**src/hdl/mmss_clock_with_display_scan_macros.svh**
```systemverilog
// Assertion macros shared by the clock display block.
`ifndef MMSS_CLOCK_WITH_DISPLAY_SCAN_MACROS_SVH
`define MMSS_CLOCK_WITH_DISPLAY_SCAN_MACROS_SVH

// Check that a condition implies a consequence in the same cycle.
`define MMSS_ASSERT_IMPLIES(label, clock, resetn, cond, cons, msg) \
    label: assert property (@(posedge clock) disable iff (!resetn) (cond) |-> (cons)) \
        else $error(msg);

// Check that a condition implies something of the next cycle.
`define MMSS_ASSERT_NEXT(label, clock, resetn, cond, cons, msg) \
    label: assert property (@(posedge clock) disable iff (!resetn) (cond) |=> (cons)) \
        else $error(msg);

`endif

```
**src/hdl/mmss_pkg.sv**
```systemverilog
// Package: types, codes and lookup functions of the clock display block.
`default_nettype none

package mmss_pkg;

    // Item command codes
    localparam logic CMD_TICK = 1'b0;
    localparam logic CMD_KEYS = 1'b1;

    // Register indexes on the configuration port (paddr[3:2])
    localparam logic [1:0] REG_COMMON_CATHODE   = 2'd0;
    localparam logic [1:0] REG_TICKS_PER_SECOND = 2'd1;
    localparam logic [1:0] REG_BLINK_PERIOD     = 2'd2;

    localparam int unsigned PADDR_W = 4;

    // Reset values
    localparam logic [15:0] TICKS_PER_SECOND_RST = 16'd1000;
    localparam logic [15:0] BLINK_PERIOD_RST     = 16'd250;
    localparam logic [4:0]  HOUR_RST             = 5'd12;
    localparam logic [5:0]  MINUTE_RST           = 6'd12;

    localparam logic [5:0] MAX_MIN_SEC = 6'd59;
    localparam logic [4:0] MAX_HOUR    = 5'd23;

    typedef enum logic [1:0] {
        MODE_RUN     = 2'd0,
        MODE_SET_MIN = 2'd1,
        MODE_SET_SEC = 2'd2
    } mode_t;

    typedef struct packed {
        logic command;
        logic key_mode_level;
        logic key_add_level;
        logic key_sub_level;
        logic key_ok_level;
    } item_t;

    typedef struct packed {
        logic [7:0] segment_pins;
        logic [3:0] digit_select;
        logic [4:0] hours;
        logic [5:0] minutes;
        logic [5:0] seconds;
        logic [1:0] edit_mode;
    } result_t;

    typedef struct packed {
        logic        common_cathode;
        logic [15:0] ticks_per_second;
        logic [15:0] blink_period;
    } cfg_t;

    // Tens digit of a value below 64
    function automatic logic [3:0] tens_digit(input logic [5:0] v);
        logic [3:0] t;
        if (v >= 6'd60)      t = 4'd6;
        else if (v >= 6'd50) t = 4'd5;
        else if (v >= 6'd40) t = 4'd4;
        else if (v >= 6'd30) t = 4'd3;
        else if (v >= 6'd20) t = 4'd2;
        else if (v >= 6'd10) t = 4'd1;
        else                 t = 4'd0;
        return t;
    endfunction

    // Ones digit of a value below 64
    function automatic logic [3:0] ones_digit(input logic [5:0] v);
        logic [6:0] prod;
        logic [5:0] rem;
        prod = {3'd0, tens_digit(v)} * 7'd10;
        rem  = v - prod[5:0];
        return rem[3:0];
    endfunction

    // Segment code, bit 0 = A ... bit 6 = G, bit 7 = DP
    function automatic logic [7:0] seg_code(input logic cc, input logic [3:0] d);
        logic [7:0] c;
        case (d)
            4'd0:    c = 8'h3F;
            4'd1:    c = 8'h06;
            4'd2:    c = 8'h5B;
            4'd3:    c = 8'h4F;
            4'd4:    c = 8'h66;
            4'd5:    c = 8'h6D;
            4'd6:    c = 8'h7D;
            4'd7:    c = 8'h07;
            4'd8:    c = 8'h7F;
            default: c = 8'h6F;
        endcase
        // common anode codes are the complement
        return cc ? c : ~c;
    endfunction

    // Segment bits to port pins
    function automatic logic [7:0] remap_pins(input logic [7:0] c);
        logic [7:0] p;
        p[7] = c[0];
        p[5] = c[1];
        p[1] = c[2];
        p[3] = c[3];
        p[4] = c[4];
        p[6] = c[5];
        p[0] = c[6];
        p[2] = c[7];
        return p;
    endfunction

endpackage

`default_nettype wire

```
**src/hdl/mmss_cfg.sv**
```systemverilog
// Configuration register file behind the APB-style port.
`default_nettype none

module mmss_cfg
    import mmss_pkg::*;
(
    input  wire logic               clk,
    input  wire logic               rst_n,
    input  wire logic               psel,
    input  wire logic               penable,
    input  wire logic               pwrite,
    input  wire logic [PADDR_W-1:0] paddr,
    input  wire logic [31:0]        pwdata,
    output logic      [31:0]        prdata,
    output logic                    pready,
    output cfg_t                    cfg
);

    cfg_t       cfg_reg;
    logic       wr_en;
    logic [1:0] reg_idx;

    assign pready  = 1'b1;
    assign wr_en   = psel & penable & pwrite;
    assign reg_idx = paddr[3:2];
    assign cfg     = cfg_reg;

    // Register writes
    always_ff @(posedge clk or negedge rst_n)
    begin
        if (!rst_n)
        begin
            cfg_reg.common_cathode   <= 1'b0;
            cfg_reg.ticks_per_second <= TICKS_PER_SECOND_RST;
            cfg_reg.blink_period     <= BLINK_PERIOD_RST;
        end
        else if (wr_en)
        begin
            unique case (reg_idx)
                REG_COMMON_CATHODE:   cfg_reg.common_cathode   <= pwdata[0];
                REG_TICKS_PER_SECOND: cfg_reg.ticks_per_second <= pwdata[15:0];
                REG_BLINK_PERIOD:     cfg_reg.blink_period     <= pwdata[15:0];
                default:              ;
            endcase
        end
    end

    // Read mux
    always_comb
    begin
        unique case (reg_idx)
            REG_COMMON_CATHODE:   prdata = {31'd0, cfg_reg.common_cathode};
            REG_TICKS_PER_SECOND: prdata = {16'd0, cfg_reg.ticks_per_second};
            REG_BLINK_PERIOD:     prdata = {16'd0, cfg_reg.blink_period};
            default:              prdata = 32'd0;
        endcase
    end

endmodule

`default_nettype wire

```
**src/hdl/mmss_core.sv**
```systemverilog
// Clock state, key handling and digit scan for one item per step.
`default_nettype none

module mmss_core
    import mmss_pkg::*;
(
    input  wire logic    clk,
    input  wire logic    rst_n,
    input  wire logic    step,
    input  wire item_t   item,
    input  wire cfg_t    cfg,
    output result_t      result_next
);

    logic [4:0]  hour_reg,     hour_next;
    logic [5:0]  minute_reg,   minute_next;
    logic [5:0]  second_reg,   second_next;
    logic [15:0] tick_reg,     tick_next;
    logic [15:0] blink_reg,    blink_next;
    logic        visible_reg,  visible_next;
    mode_t       mode_reg,     mode_next;
    logic [1:0]  scan_reg,     scan_next;
    logic [3:0]  keys_reg,     keys_next;
    logic [7:0]  segs_reg,     segs_next;
    logic [3:0]  digits_reg,   digits_next;

    // State registers
    always_ff @(posedge clk or negedge rst_n)
    begin
        if (!rst_n)
        begin
            hour_reg    <= HOUR_RST;
            minute_reg  <= MINUTE_RST;
            second_reg  <= 6'd0;
            tick_reg    <= 16'd0;
            blink_reg   <= 16'd0;
            visible_reg <= 1'b1;
            mode_reg    <= MODE_RUN;
            scan_reg    <= 2'd0;
            keys_reg    <= 4'hF;
            segs_reg    <= 8'hFF;
            digits_reg  <= 4'hF;
        end
        else if (step)
        begin
            hour_reg    <= hour_next;
            minute_reg  <= minute_next;
            second_reg  <= second_next;
            tick_reg    <= tick_next;
            blink_reg   <= blink_next;
            visible_reg <= visible_next;
            mode_reg    <= mode_next;
            scan_reg    <= scan_next;
            keys_reg    <= keys_next;
            segs_reg    <= segs_next;
            digits_reg  <= digits_next;
        end
    end

    // Next state for one item
    always_comb
    begin
        logic [5:0]  val;
        logic [3:0]  dig;
        logic [7:0]  code;
        logic        blank;
        logic [16:0] blink_inc;
        logic [16:0] tick_inc;
        logic [3:0]  now;
        logic [3:0]  fall;

        hour_next    = hour_reg;
        minute_next  = minute_reg;
        second_next  = second_reg;
        tick_next    = tick_reg;
        blink_next   = blink_reg;
        visible_next = visible_reg;
        mode_next    = mode_reg;
        scan_next    = scan_reg;
        keys_next    = keys_reg;
        segs_next    = segs_reg;
        digits_next  = digits_reg;

        val       = (scan_reg[1] == 1'b0) ? minute_reg : second_reg;
        dig       = scan_reg[0] ? ones_digit(val) : tens_digit(val);
        blink_inc = {1'b0, blink_reg} + 17'd1;
        tick_inc  = {1'b0, tick_reg} + 17'd1;
        now       = {item.key_ok_level, item.key_sub_level,
                     item.key_add_level, item.key_mode_level};
        fall      = keys_reg & ~now;
        code      = 8'h00;
        blank     = 1'b0;

        if (item.command == CMD_TICK)
        begin
            // scan one digit; point on digit one, then blanking
            code = seg_code(cfg.common_cathode, dig);
            if (scan_reg == 2'd1)
                code[7] = cfg.common_cathode;
            blank = ((mode_reg == MODE_SET_MIN) && !scan_reg[1]) ||
                    ((mode_reg == MODE_SET_SEC) && scan_reg[1]);
            if (blank && !visible_reg)
                code = cfg.common_cathode ? 8'h00 : 8'hFF;
            segs_next   = remap_pins(code);
            digits_next = ~(4'b1000 >> scan_reg);
            scan_next   = scan_reg + 2'd1;

            // blink phase
            if (blink_inc >= {1'b0, cfg.blink_period})
            begin
                blink_next   = 16'd0;
                visible_next = ~visible_reg;
            end
            else
                blink_next = blink_inc[15:0];

            // second counter and time of day
            if (tick_inc >= {1'b0, cfg.ticks_per_second})
            begin
                tick_next = 16'd0;
                if (second_reg >= MAX_MIN_SEC)
                begin
                    second_next = 6'd0;
                    if (minute_reg >= MAX_MIN_SEC)
                    begin
                        minute_next = 6'd0;
                        hour_next   = (hour_reg >= MAX_HOUR) ? 5'd0 : hour_reg + 5'd1;
                    end
                    else
                        minute_next = minute_reg + 6'd1;
                end
                else
                    second_next = second_reg + 6'd1;
            end
            else
                tick_next = tick_inc[15:0];
        end
        else
        begin
            // mode key first, so add and sub see the new mode
            if (fall[0])
            begin
                case (mode_reg)
                    MODE_RUN:     mode_next = MODE_SET_MIN;
                    MODE_SET_MIN: mode_next = MODE_SET_SEC;
                    default:      mode_next = MODE_RUN;
                endcase
                blink_next   = 16'd0;
                visible_next = 1'b1;
            end
            if (fall[1])
            begin
                if (mode_next == MODE_SET_MIN)
                    minute_next = (minute_next >= MAX_MIN_SEC) ? 6'd0 : minute_next + 6'd1;
                else if (mode_next == MODE_SET_SEC)
                    second_next = (second_next >= MAX_MIN_SEC) ? 6'd0 : second_next + 6'd1;
            end
            if (fall[2])
            begin
                if (mode_next == MODE_SET_MIN)
                    minute_next = (minute_next == 6'd0) ? MAX_MIN_SEC : minute_next - 6'd1;
                else if (mode_next == MODE_SET_SEC)
                    second_next = (second_next == 6'd0) ? MAX_MIN_SEC : second_next - 6'd1;
            end
            if (fall[3])
            begin
                second_next  = 6'd0;
                mode_next    = MODE_RUN;
                blink_next   = 16'd0;
                visible_next = 1'b1;
            end
            keys_next = now;
        end

        result_next.segment_pins = segs_next;
        result_next.digit_select = digits_next;
        result_next.hours        = hour_next;
        result_next.minutes      = minute_next;
        result_next.seconds      = second_next;
        result_next.edit_mode    = mode_next;
    end

endmodule

`default_nettype wire

```
**src/hdl/mmss_clock_with_display_scan.sv**
```systemverilog
// Top level: item and result channels, pipeline registers, config port.
//
// Usage:
//   item channel (item_valid/item_ready/item) takes one beat per cycle unless the result channel stalls:
//   command 0 is a millisecond tick that scans the next display digit
//   and advances the blink and second counters; command 1 is a sample
//   of the four active-low key levels, acted on at falling edges.
//   Each item gives one beat on the result channel
//   (result_valid/result_ready/result): segment pins, digit select,
//   hours, minutes, seconds and edit mode after that item.
//   An accepted beat is loaded in the stage register, and its result is
//   loaded in the result register when the stage advances, that is when
//   the result register is free or being emptied. Throughput is one item
//   per cycle while the receiver does not stall, as the clock state is
//   updated combinationally between the stage and result registers.
//   When the receiver stalls, the result register holds; the stage holds
//   one more item, then item_ready drops until the result is taken.
//   Reset shows 12:12:00 in run mode, segments and digits off; the
//   registers come up as 0 (common anode), 1000 ticks per second and a
//   blink period of 250 ticks. Configure only while the block is idle.
`default_nettype none

module mmss_clock_with_display_scan
    import mmss_pkg::*;
(
    input  wire logic               clk,
    input  wire logic               rst_n,
    input  wire logic               item_valid,
    output logic                    item_ready,
    input  wire item_t              item,
    output logic                    result_valid,
    input  wire logic               result_ready,
    output result_t                 result,
    input  wire logic               psel,
    input  wire logic               penable,
    input  wire logic               pwrite,
    input  wire logic [PADDR_W-1:0] paddr,
    input  wire logic [31:0]        pwdata,
    output logic      [31:0]        prdata,
    output logic                    pready
);

`include "mmss_clock_with_display_scan_macros.svh"

    cfg_t    cfg;
    item_t   stage_reg;
    logic    stage_valid_reg;
    logic    advance;
    result_t result_next;
    result_t result_reg;
    logic    result_valid_reg;

    mmss_cfg u_cfg (
        .clk     (clk),
        .rst_n   (rst_n),
        .psel    (psel),
        .penable (penable),
        .pwrite  (pwrite),
        .paddr   (paddr),
        .pwdata  (pwdata),
        .prdata  (prdata),
        .pready  (pready),
        .cfg     (cfg)
    );

    // Stage moves on when the result register is free or being emptied
    assign advance    = stage_valid_reg & (~result_valid_reg | result_ready);
    assign item_ready = ~stage_valid_reg | advance;

    // Input stage
    always_ff @(posedge clk or negedge rst_n)
    begin
        if (!rst_n)
            stage_valid_reg <= 1'b0;
        else if (item_ready)
            stage_valid_reg <= item_valid;
    end

    always_ff @(posedge clk)
    begin
        if (item_ready && item_valid)
            stage_reg <= item;
    end

    mmss_core u_core (
        .clk         (clk),
        .rst_n       (rst_n),
        .step        (advance),
        .item        (stage_reg),
        .cfg         (cfg),
        .result_next (result_next)
    );

    // Result register
    always_ff @(posedge clk or negedge rst_n)
    begin
        if (!rst_n)
            result_valid_reg <= 1'b0;
        else if (advance)
            result_valid_reg <= 1'b1;
        else if (result_ready)
            result_valid_reg <= 1'b0;
    end

    always_ff @(posedge clk)
    begin
        if (advance)
            result_reg <= result_next;
    end

    assign result_valid = result_valid_reg;
    assign result       = result_reg;

    // Checks
    `MMSS_ASSERT_IMPLIES(a_stall_only_when_full, clk, rst_n, !item_ready,
        result_valid_reg && !result_ready, "input stalled while result path is free")
    `MMSS_ASSERT_IMPLIES(a_one_digit_lit, clk, rst_n, result_valid_reg,
        ($countones(result_reg.digit_select) == 3) || (result_reg.digit_select == 4'hF),
        "more than one digit line driven")
    `MMSS_ASSERT_NEXT(a_result_from_stage, clk, rst_n, !stage_valid_reg && !result_valid_reg,
        !result_valid_reg, "result appeared without a staged item")
    `MMSS_ASSERT_IMPLIES(a_time_in_range, clk, rst_n, result_valid_reg,
        (result_reg.seconds <= MAX_MIN_SEC) && (result_reg.hours <= MAX_HOUR),
        "time value out of range")

endmodule

`default_nettype wire
```
**config.mk**
```make
export PLATFORM = sky130hd
export DESIGN_NAME = mmss_clock_with_display_scan
export DESIGN_NICKNAME = d
export VERILOG_FILES = /design/src/hdl/mmss_pkg.sv /design/src/hdl/mmss_cfg.sv /design/src/hdl/mmss_core.sv /design/src/hdl/mmss_clock_with_display_scan.sv
export VERILOG_INCLUDE_DIRS = /design/src /design/src/hdl
export SDC_FILE = /design/constraint.sdc
export NUM_CORES = 1
export LEC_CHECK = 0
export BUFFER_PORTS_ARGS = -buffer_cell sky130_fd_sc_hd__buf_4
export CORE_MARGIN = 5
export CORE_UTILIZATION = 32
export DETAILED_ROUTE_END_ITERATION = 10
export GPL_ROUTABILITY_DRIVEN = 0
export PLACE_DENSITY_LB_ADDON = 0.15
export SLEW_MARGIN = 5
export SYNTH_ARGS = -nofsm -noshare
export SYNTH_HDL_FRONTEND = slang
export SYNTH_HIERARCHICAL = 1
export SYNTH_SLANG_ARGS = --single-unit
export TNS_END_PERCENT = 1
```
**constraint.sdc**
```tcl
create_clock -name clk -period 5.3 [get_ports clk]
set_clock_uncertainty 0.2 [all_clocks]
set_input_delay 0.265 -clock clk [delete_from_list [all_inputs] [get_ports clk]]
set_output_delay 0.265 -clock clk [all_outputs]
set_load 0.02 [all_outputs]
```
* After elaboration in Yosys (flattened, before gate mapping) *
Memory sizes are Yosys's and may differ from the RTL's.
Index checks and enable logic that the tools add are counted.

storage, ports and cells
  output and inout bits = 66
  logic and storage cells = 150
  input bits = 48
  bits in read-only memories = 112
  memories kept = 1
  register bits = 141

memory list
  memory            words  width  rd ports  clocked after memory_dff  wr ports  line            source
  (name not given)  16     7      1         0                         0         mmss_pkg.sv:80  case (d)

operators by class
  equal/unequal tests = 8
  reduce and logical (&&, ||, !) cells = 20
  bitwise gates (word level) = 13
  shift-type cells = 1
  multiplexer cells = 59
  $mul = 1
  add/sub/neg operators = 9
  order comparisons = 11

operator list
  cell                                                  count
  2-to-1 mux 6 bit                                      23
  2-to-1 mux 16 bit                                     5
  case mux 16 bit (3 select lines)                      1
  2-to-1 mux 8 bit                                      5
  adder 16 x 1 -> 17 bit (second input constant)        2
  >= comparator 17 x 16 -> 1 bit                        2
  >= comparator 6 bit (second input constant)           5
  2-to-1 mux 4 bit                                      7
  2-to-1 mux 5 bit                                      5
  adder 6 x 1 -> 6 bit (second input constant)          2
  >= comparator 6 x 5 -> 1 bit (second input constant)  2
  logical NOT 6 bit                                     2
  AND reduction 2 bit                                   6
  subtractor 6 x 1 -> 6 bit (second input constant)     2
  equality test 2 x 1 -> 1 bit (second input constant)  4
  2-to-1 mux 1 bit                                      8
  2-to-1 mux 2 bit                                      4
  inverter 4 bit                                        2
  inverter 8 bit                                        1
  equality test 2 bit (second input constant)           3
  >= comparator 6 x 4 -> 1 bit (second input constant)  1
  adder 5 x 1 -> 5 bit (second input constant)          1
  >= comparator 5 bit (second input constant)           1
  AND 4 bit                                             1
  15 further kinds                                      27

* Longest topological paths before layout *
An unclocked memory read counts as a cell.

  depth in word-level cells = 18
  mapped depth = 16
  mapped depth without buffers = 14

* Cells and area by module *
The synthesis kept the hierarchy.

modules (own cells, without submodules)
  module                        cells an instance  instances  area each (µm²)
  mmss_core                     839                1          6739.0
  mmss_cfg                      114                1          1605.3
  mmss_clock_with_display_scan  44                 1          1184.9

* Worst setup path before layout *
OpenSTA, ideal clock, no wires.

  path kind = reg-to-reg
  start = reg u_core.blink_reg[2]
  end = reg u_core.blink_reg[15]
  stages on the path, launching flop included = 13
  required time = 4.979 ns
  buffers on the path = 1
  slack = 1.628 ns
  arrival time = 3.351 ns
  path through = dfrtp_1 -> nand3_1 -> nor3_1 -> and3_1 -> and3_1 -> and3_1 -> xor2_1 -> ha_1 -> o21ai_0 -> a2111oi_0 -> clkbuf_1 -> o31ai_1 -> a22o_1

between the ends
  cells in the longest elaborated chain, start to end = 4

ends and longest elaborated chain
  item                            line              source
  start: declaration              mmss_core.sv:19   logic [15:0] blink_reg, blink_next;
  start signal: assignment        mmss_core.sv:50   blink_reg <= blink_next;
  adder 16 x 1 -> 17 bit (*)      mmss_core.sv:86   blink_inc = {1'b0, blink_reg} + 17'd1;
  >= comparator 17 x 16 -> 1 bit  mmss_core.sv:109  if (blink_inc >= {1'b0, cfg.blink_period})
  2-to-1 mux 16 bit (*)           mmss_core.sv:109
  2-to-1 mux 16 bit (*)           mmss_core.sv:94   if (item.command == CMD_TICK)

Every way passes the cells marked *; elsewhere a longest branch is shown, timed or not.
A chain may end at the register's enable or synchronous reset.

==> flow_summary.ini <==
[final_layout]
diodes = 0
layout-drive-gt1-share = 0.2158
fin_area_sq_um = 11290
layout.nets = 1185
syn2layout_area_growth_pct = 18.47
largest_reg_flops = 33
finalNonFillerCells = 1488

[clock_network]
cts_tree = yes
cts.path.max_buffers = 2
post_cts_buffers = 0
cts_resized = 0
cts_inserted_buffers = 17
clkTransAtPathRegs_ns = 0.07
cts-htree-levels = 4
root_buffer = clkbuf_16
insertion_delay_ns = 0.43
clock_sinks = 141

[die]
core_area_sq_um = 29560
dieArea_sq_um = 33330
start_util = 0.3224
die_h_um = 182.6
ios = 114
rows = 63
die_w_um = 182.6

[critical_path]
r2r_end = result[5]
worstPathRequired_ns = 5.23
r2r-start = u_core/tick_reg[0]
start_kind = flop
worstSetupPathType = reg -> reg
arrival_ns = 4.26
cp-end-kind = flop
r2r_cells = 15
endpoint = result[5]
rrSetupSlack_ns = 0.97
crit_start = u_core/tick_reg[0]
critPathMaxFanout = 18

[grt]
overflow = 0
grt_max_degree = 64
grt_pass1_vias = 7642
antenna_found_initial = 0
grt_usage = 0.1539
grt_pass1_wl_um = 41300

[detailed_routing]
via_per_inst = 5.177
wl_per_cell_um = 17.15
drt_iter0_drc = 476
dr_total_vias = 7703
drc = 0
ant_nets = 0
firstDrtPassIters = 4
routed_wl_um = 25520

[synth]
synth_edf_count = 36
ys_top_cells_by_count = 113 x nand2_1, 73 x o21ai_0, 72 x dfrtp_1
syn_avg_cell_area_sq_um = 9.558
yosys.area.top_type = dfrtp_1
ys_top_cells_by_area = dfrtp_1 19%, edfxtp_1 11%, dfstp_2 9.1%, ha_1 6.7%, mux2_2 5.2%
syn_inst = 997
synth-main-ff-cell = dfrtp_1
syn_area_sq_um = 9529
yosys_warnings = 6
yosysSeqAreaShare = 0.3935
synth_top_area_frac = 0.1891
yosysMostFrequentCell = nand2_1
async_reset_ff_frac = 0.7447
synth_seq_cells = 141
netlist-cell-type-count = 92

[placement]
dp.cells = 1431
hpwl_um = 17710
io_buffers = 78
dpl-instance-area_sq_um = 10430

[run_status]
status = complete, no violations

[pwr]
intPower_uw = 3240
cellLeakagePower_uw = 0.004812
vdd_drop_max_mv = 0.2378
seqPwrFrac = 0.322
p_comb_frac = 0.445
switching_share = 0.4044
power_uw = 5440
powerDensity_nw_per_um2 = 481.8
power_frac_clock = 0.234
switchingPower_uw = 2200

[hold_path]
hold_path.class = in -> reg

[timing]
finalSetupViolCount = 0
period_share = 0.8172
rsz0062_at_grt = no
slew_headroom = 0.3688
slew_viol_final = 0
report.final.hold_viol_count = 0
finalSetupTns_ns = 0
whs_ns = 0.05724
max_freq_mhz = 230.9
period_needed_ns = 4.331
tightestPinTransition_ns = 0.9458

[job]
drv_cap = 0
-- worst max-delay path: stages, from the launching register on --
cell      delay, ns
dfrtp_1        0.42
ha_1           0.27
nand4_1        0.22
nor2_1         0.23
nand2_1        0.12
nor4_1         0.31
xor2_1         0.17
ha_1           0.32
nand4_1        0.09
nor2_1         0.15
o311ai_0       0.16
nand4b_1       0.12
buf_4          0.25
and2_1         0.63
a211o_1        0.22
o211ai_1       0.12
-- placed cells by master, fill, tap and decap left out, types with 5 or more instances in the layout --
master,synthesis,routed
conb_1,2,17
o21a_1,9,9
a31oi_1,9,9
nor2_1,44,44
nand3_1,51,51
inv_1,52,52
a22o_1,24,24
dfrtp_1,72,72
nor2b_1,13,13
a21oi_1,32,32
and2_1,7,6
clkbuf_16,0,17
dlygate4sd3_1,0,25
nor3_1,16,16
o22ai_1,8,8
and3_1,11,11
nand4_1,20,20
nand2b_1,11,11
dfstp_2,33,33
nor4_1,5,5
o211ai_1,17,17
nand2_1,113,113
o31ai_1,12,12
o211a_1,5,5
ha_1,51,51
xor2_1,17,17
mux2i_1,22,22
a21o_1,8,8
mux2_2,44,44
edfxtp_1,36,36
xnor2_1,18,18
buf_4,17,92
o21ai_0,73,73
-- metal layers --
layer	track usage	up-vias	wire length [um]
li1	-	3803	-
met1	0.2127	3752	12480
met2	0.2495	131	11870
met3	0.03070	17	865
met4	0.03512	0	297
met5	0	-	0
-- cell families after synthesis --
group | after synthesis | share of synthesized area
AOI/OAI and AO/OA | 254 | 0.1872
adders and majority gates | 53 | 0.07012
buffers and inverters | 116 | 0.05698
other | 2 | 0.0007881
and+or+nand+nor | 323 | 0.1728
xor gates and xnor gates | 35 | 0.03217
DFF | 141 | 0.3935
muxes | 73 | 0.08640
-- through the flow --
stage | worst slack (ns) | util
after floorplan | 1.628 | -
after global routing | 0.5776 | 0.3819
after global placement | 0.9845 | 0.3528
final | 0.9689 | 0.3819
after CTS | 0.9515 | 0.3819
after detailed placement | 0.9692 | 0.3528
-- worst min-delay path by stage --
stage | startpoint | endpoint | slack [ns] | cells after the start
5_1_grt | paddr[3] | u_cfg/cfg[32] | 0.04 | 3
6_report | paddr[3] | u_cfg/cfg[32] | 0.06 | 3
3_5_place_dp | item[1] | stage_reg[1] | 0.25 | 1
4_1_cts | paddr[3] | u_cfg/cfg[32] | 0.03 | 3
3_3_place_gp | item[2] | stage_reg[2] | 0.25 | 1
2_1_floorplan | rst_n | result_valid | -0.23 | 0
-- final cells by class --
type	count	area [sq um]
Fill cell	2993	18270
Multi-Input combinational cell	755	5300
Sequential cell	141	3750
Timing Repair Buffer	117	940.9
Tap cell	390	488.0
Clock buffer	17	425.4
Inverter	53	198.9
Clock inverter	15	186.4
-- timing repair --
item | CTS | global route
hold endpoints to repair | 89 | 0
setup endpoints to repair | 0 | 0
hold buffers | 25 | 0
-- power groups by stage --
stage                     logic [uW]  clock network (uW)  registers [uW]
after floorplan                 1840                   0            1690
after global placement          2400                   0            1760
after detailed placement        2410                   0            1770
after CTS                       2430                1320            1750
after global routing            2700                1360            1800
final                           2420                1270            1750
No activity file was read; power rests on OpenSTA's default activity.
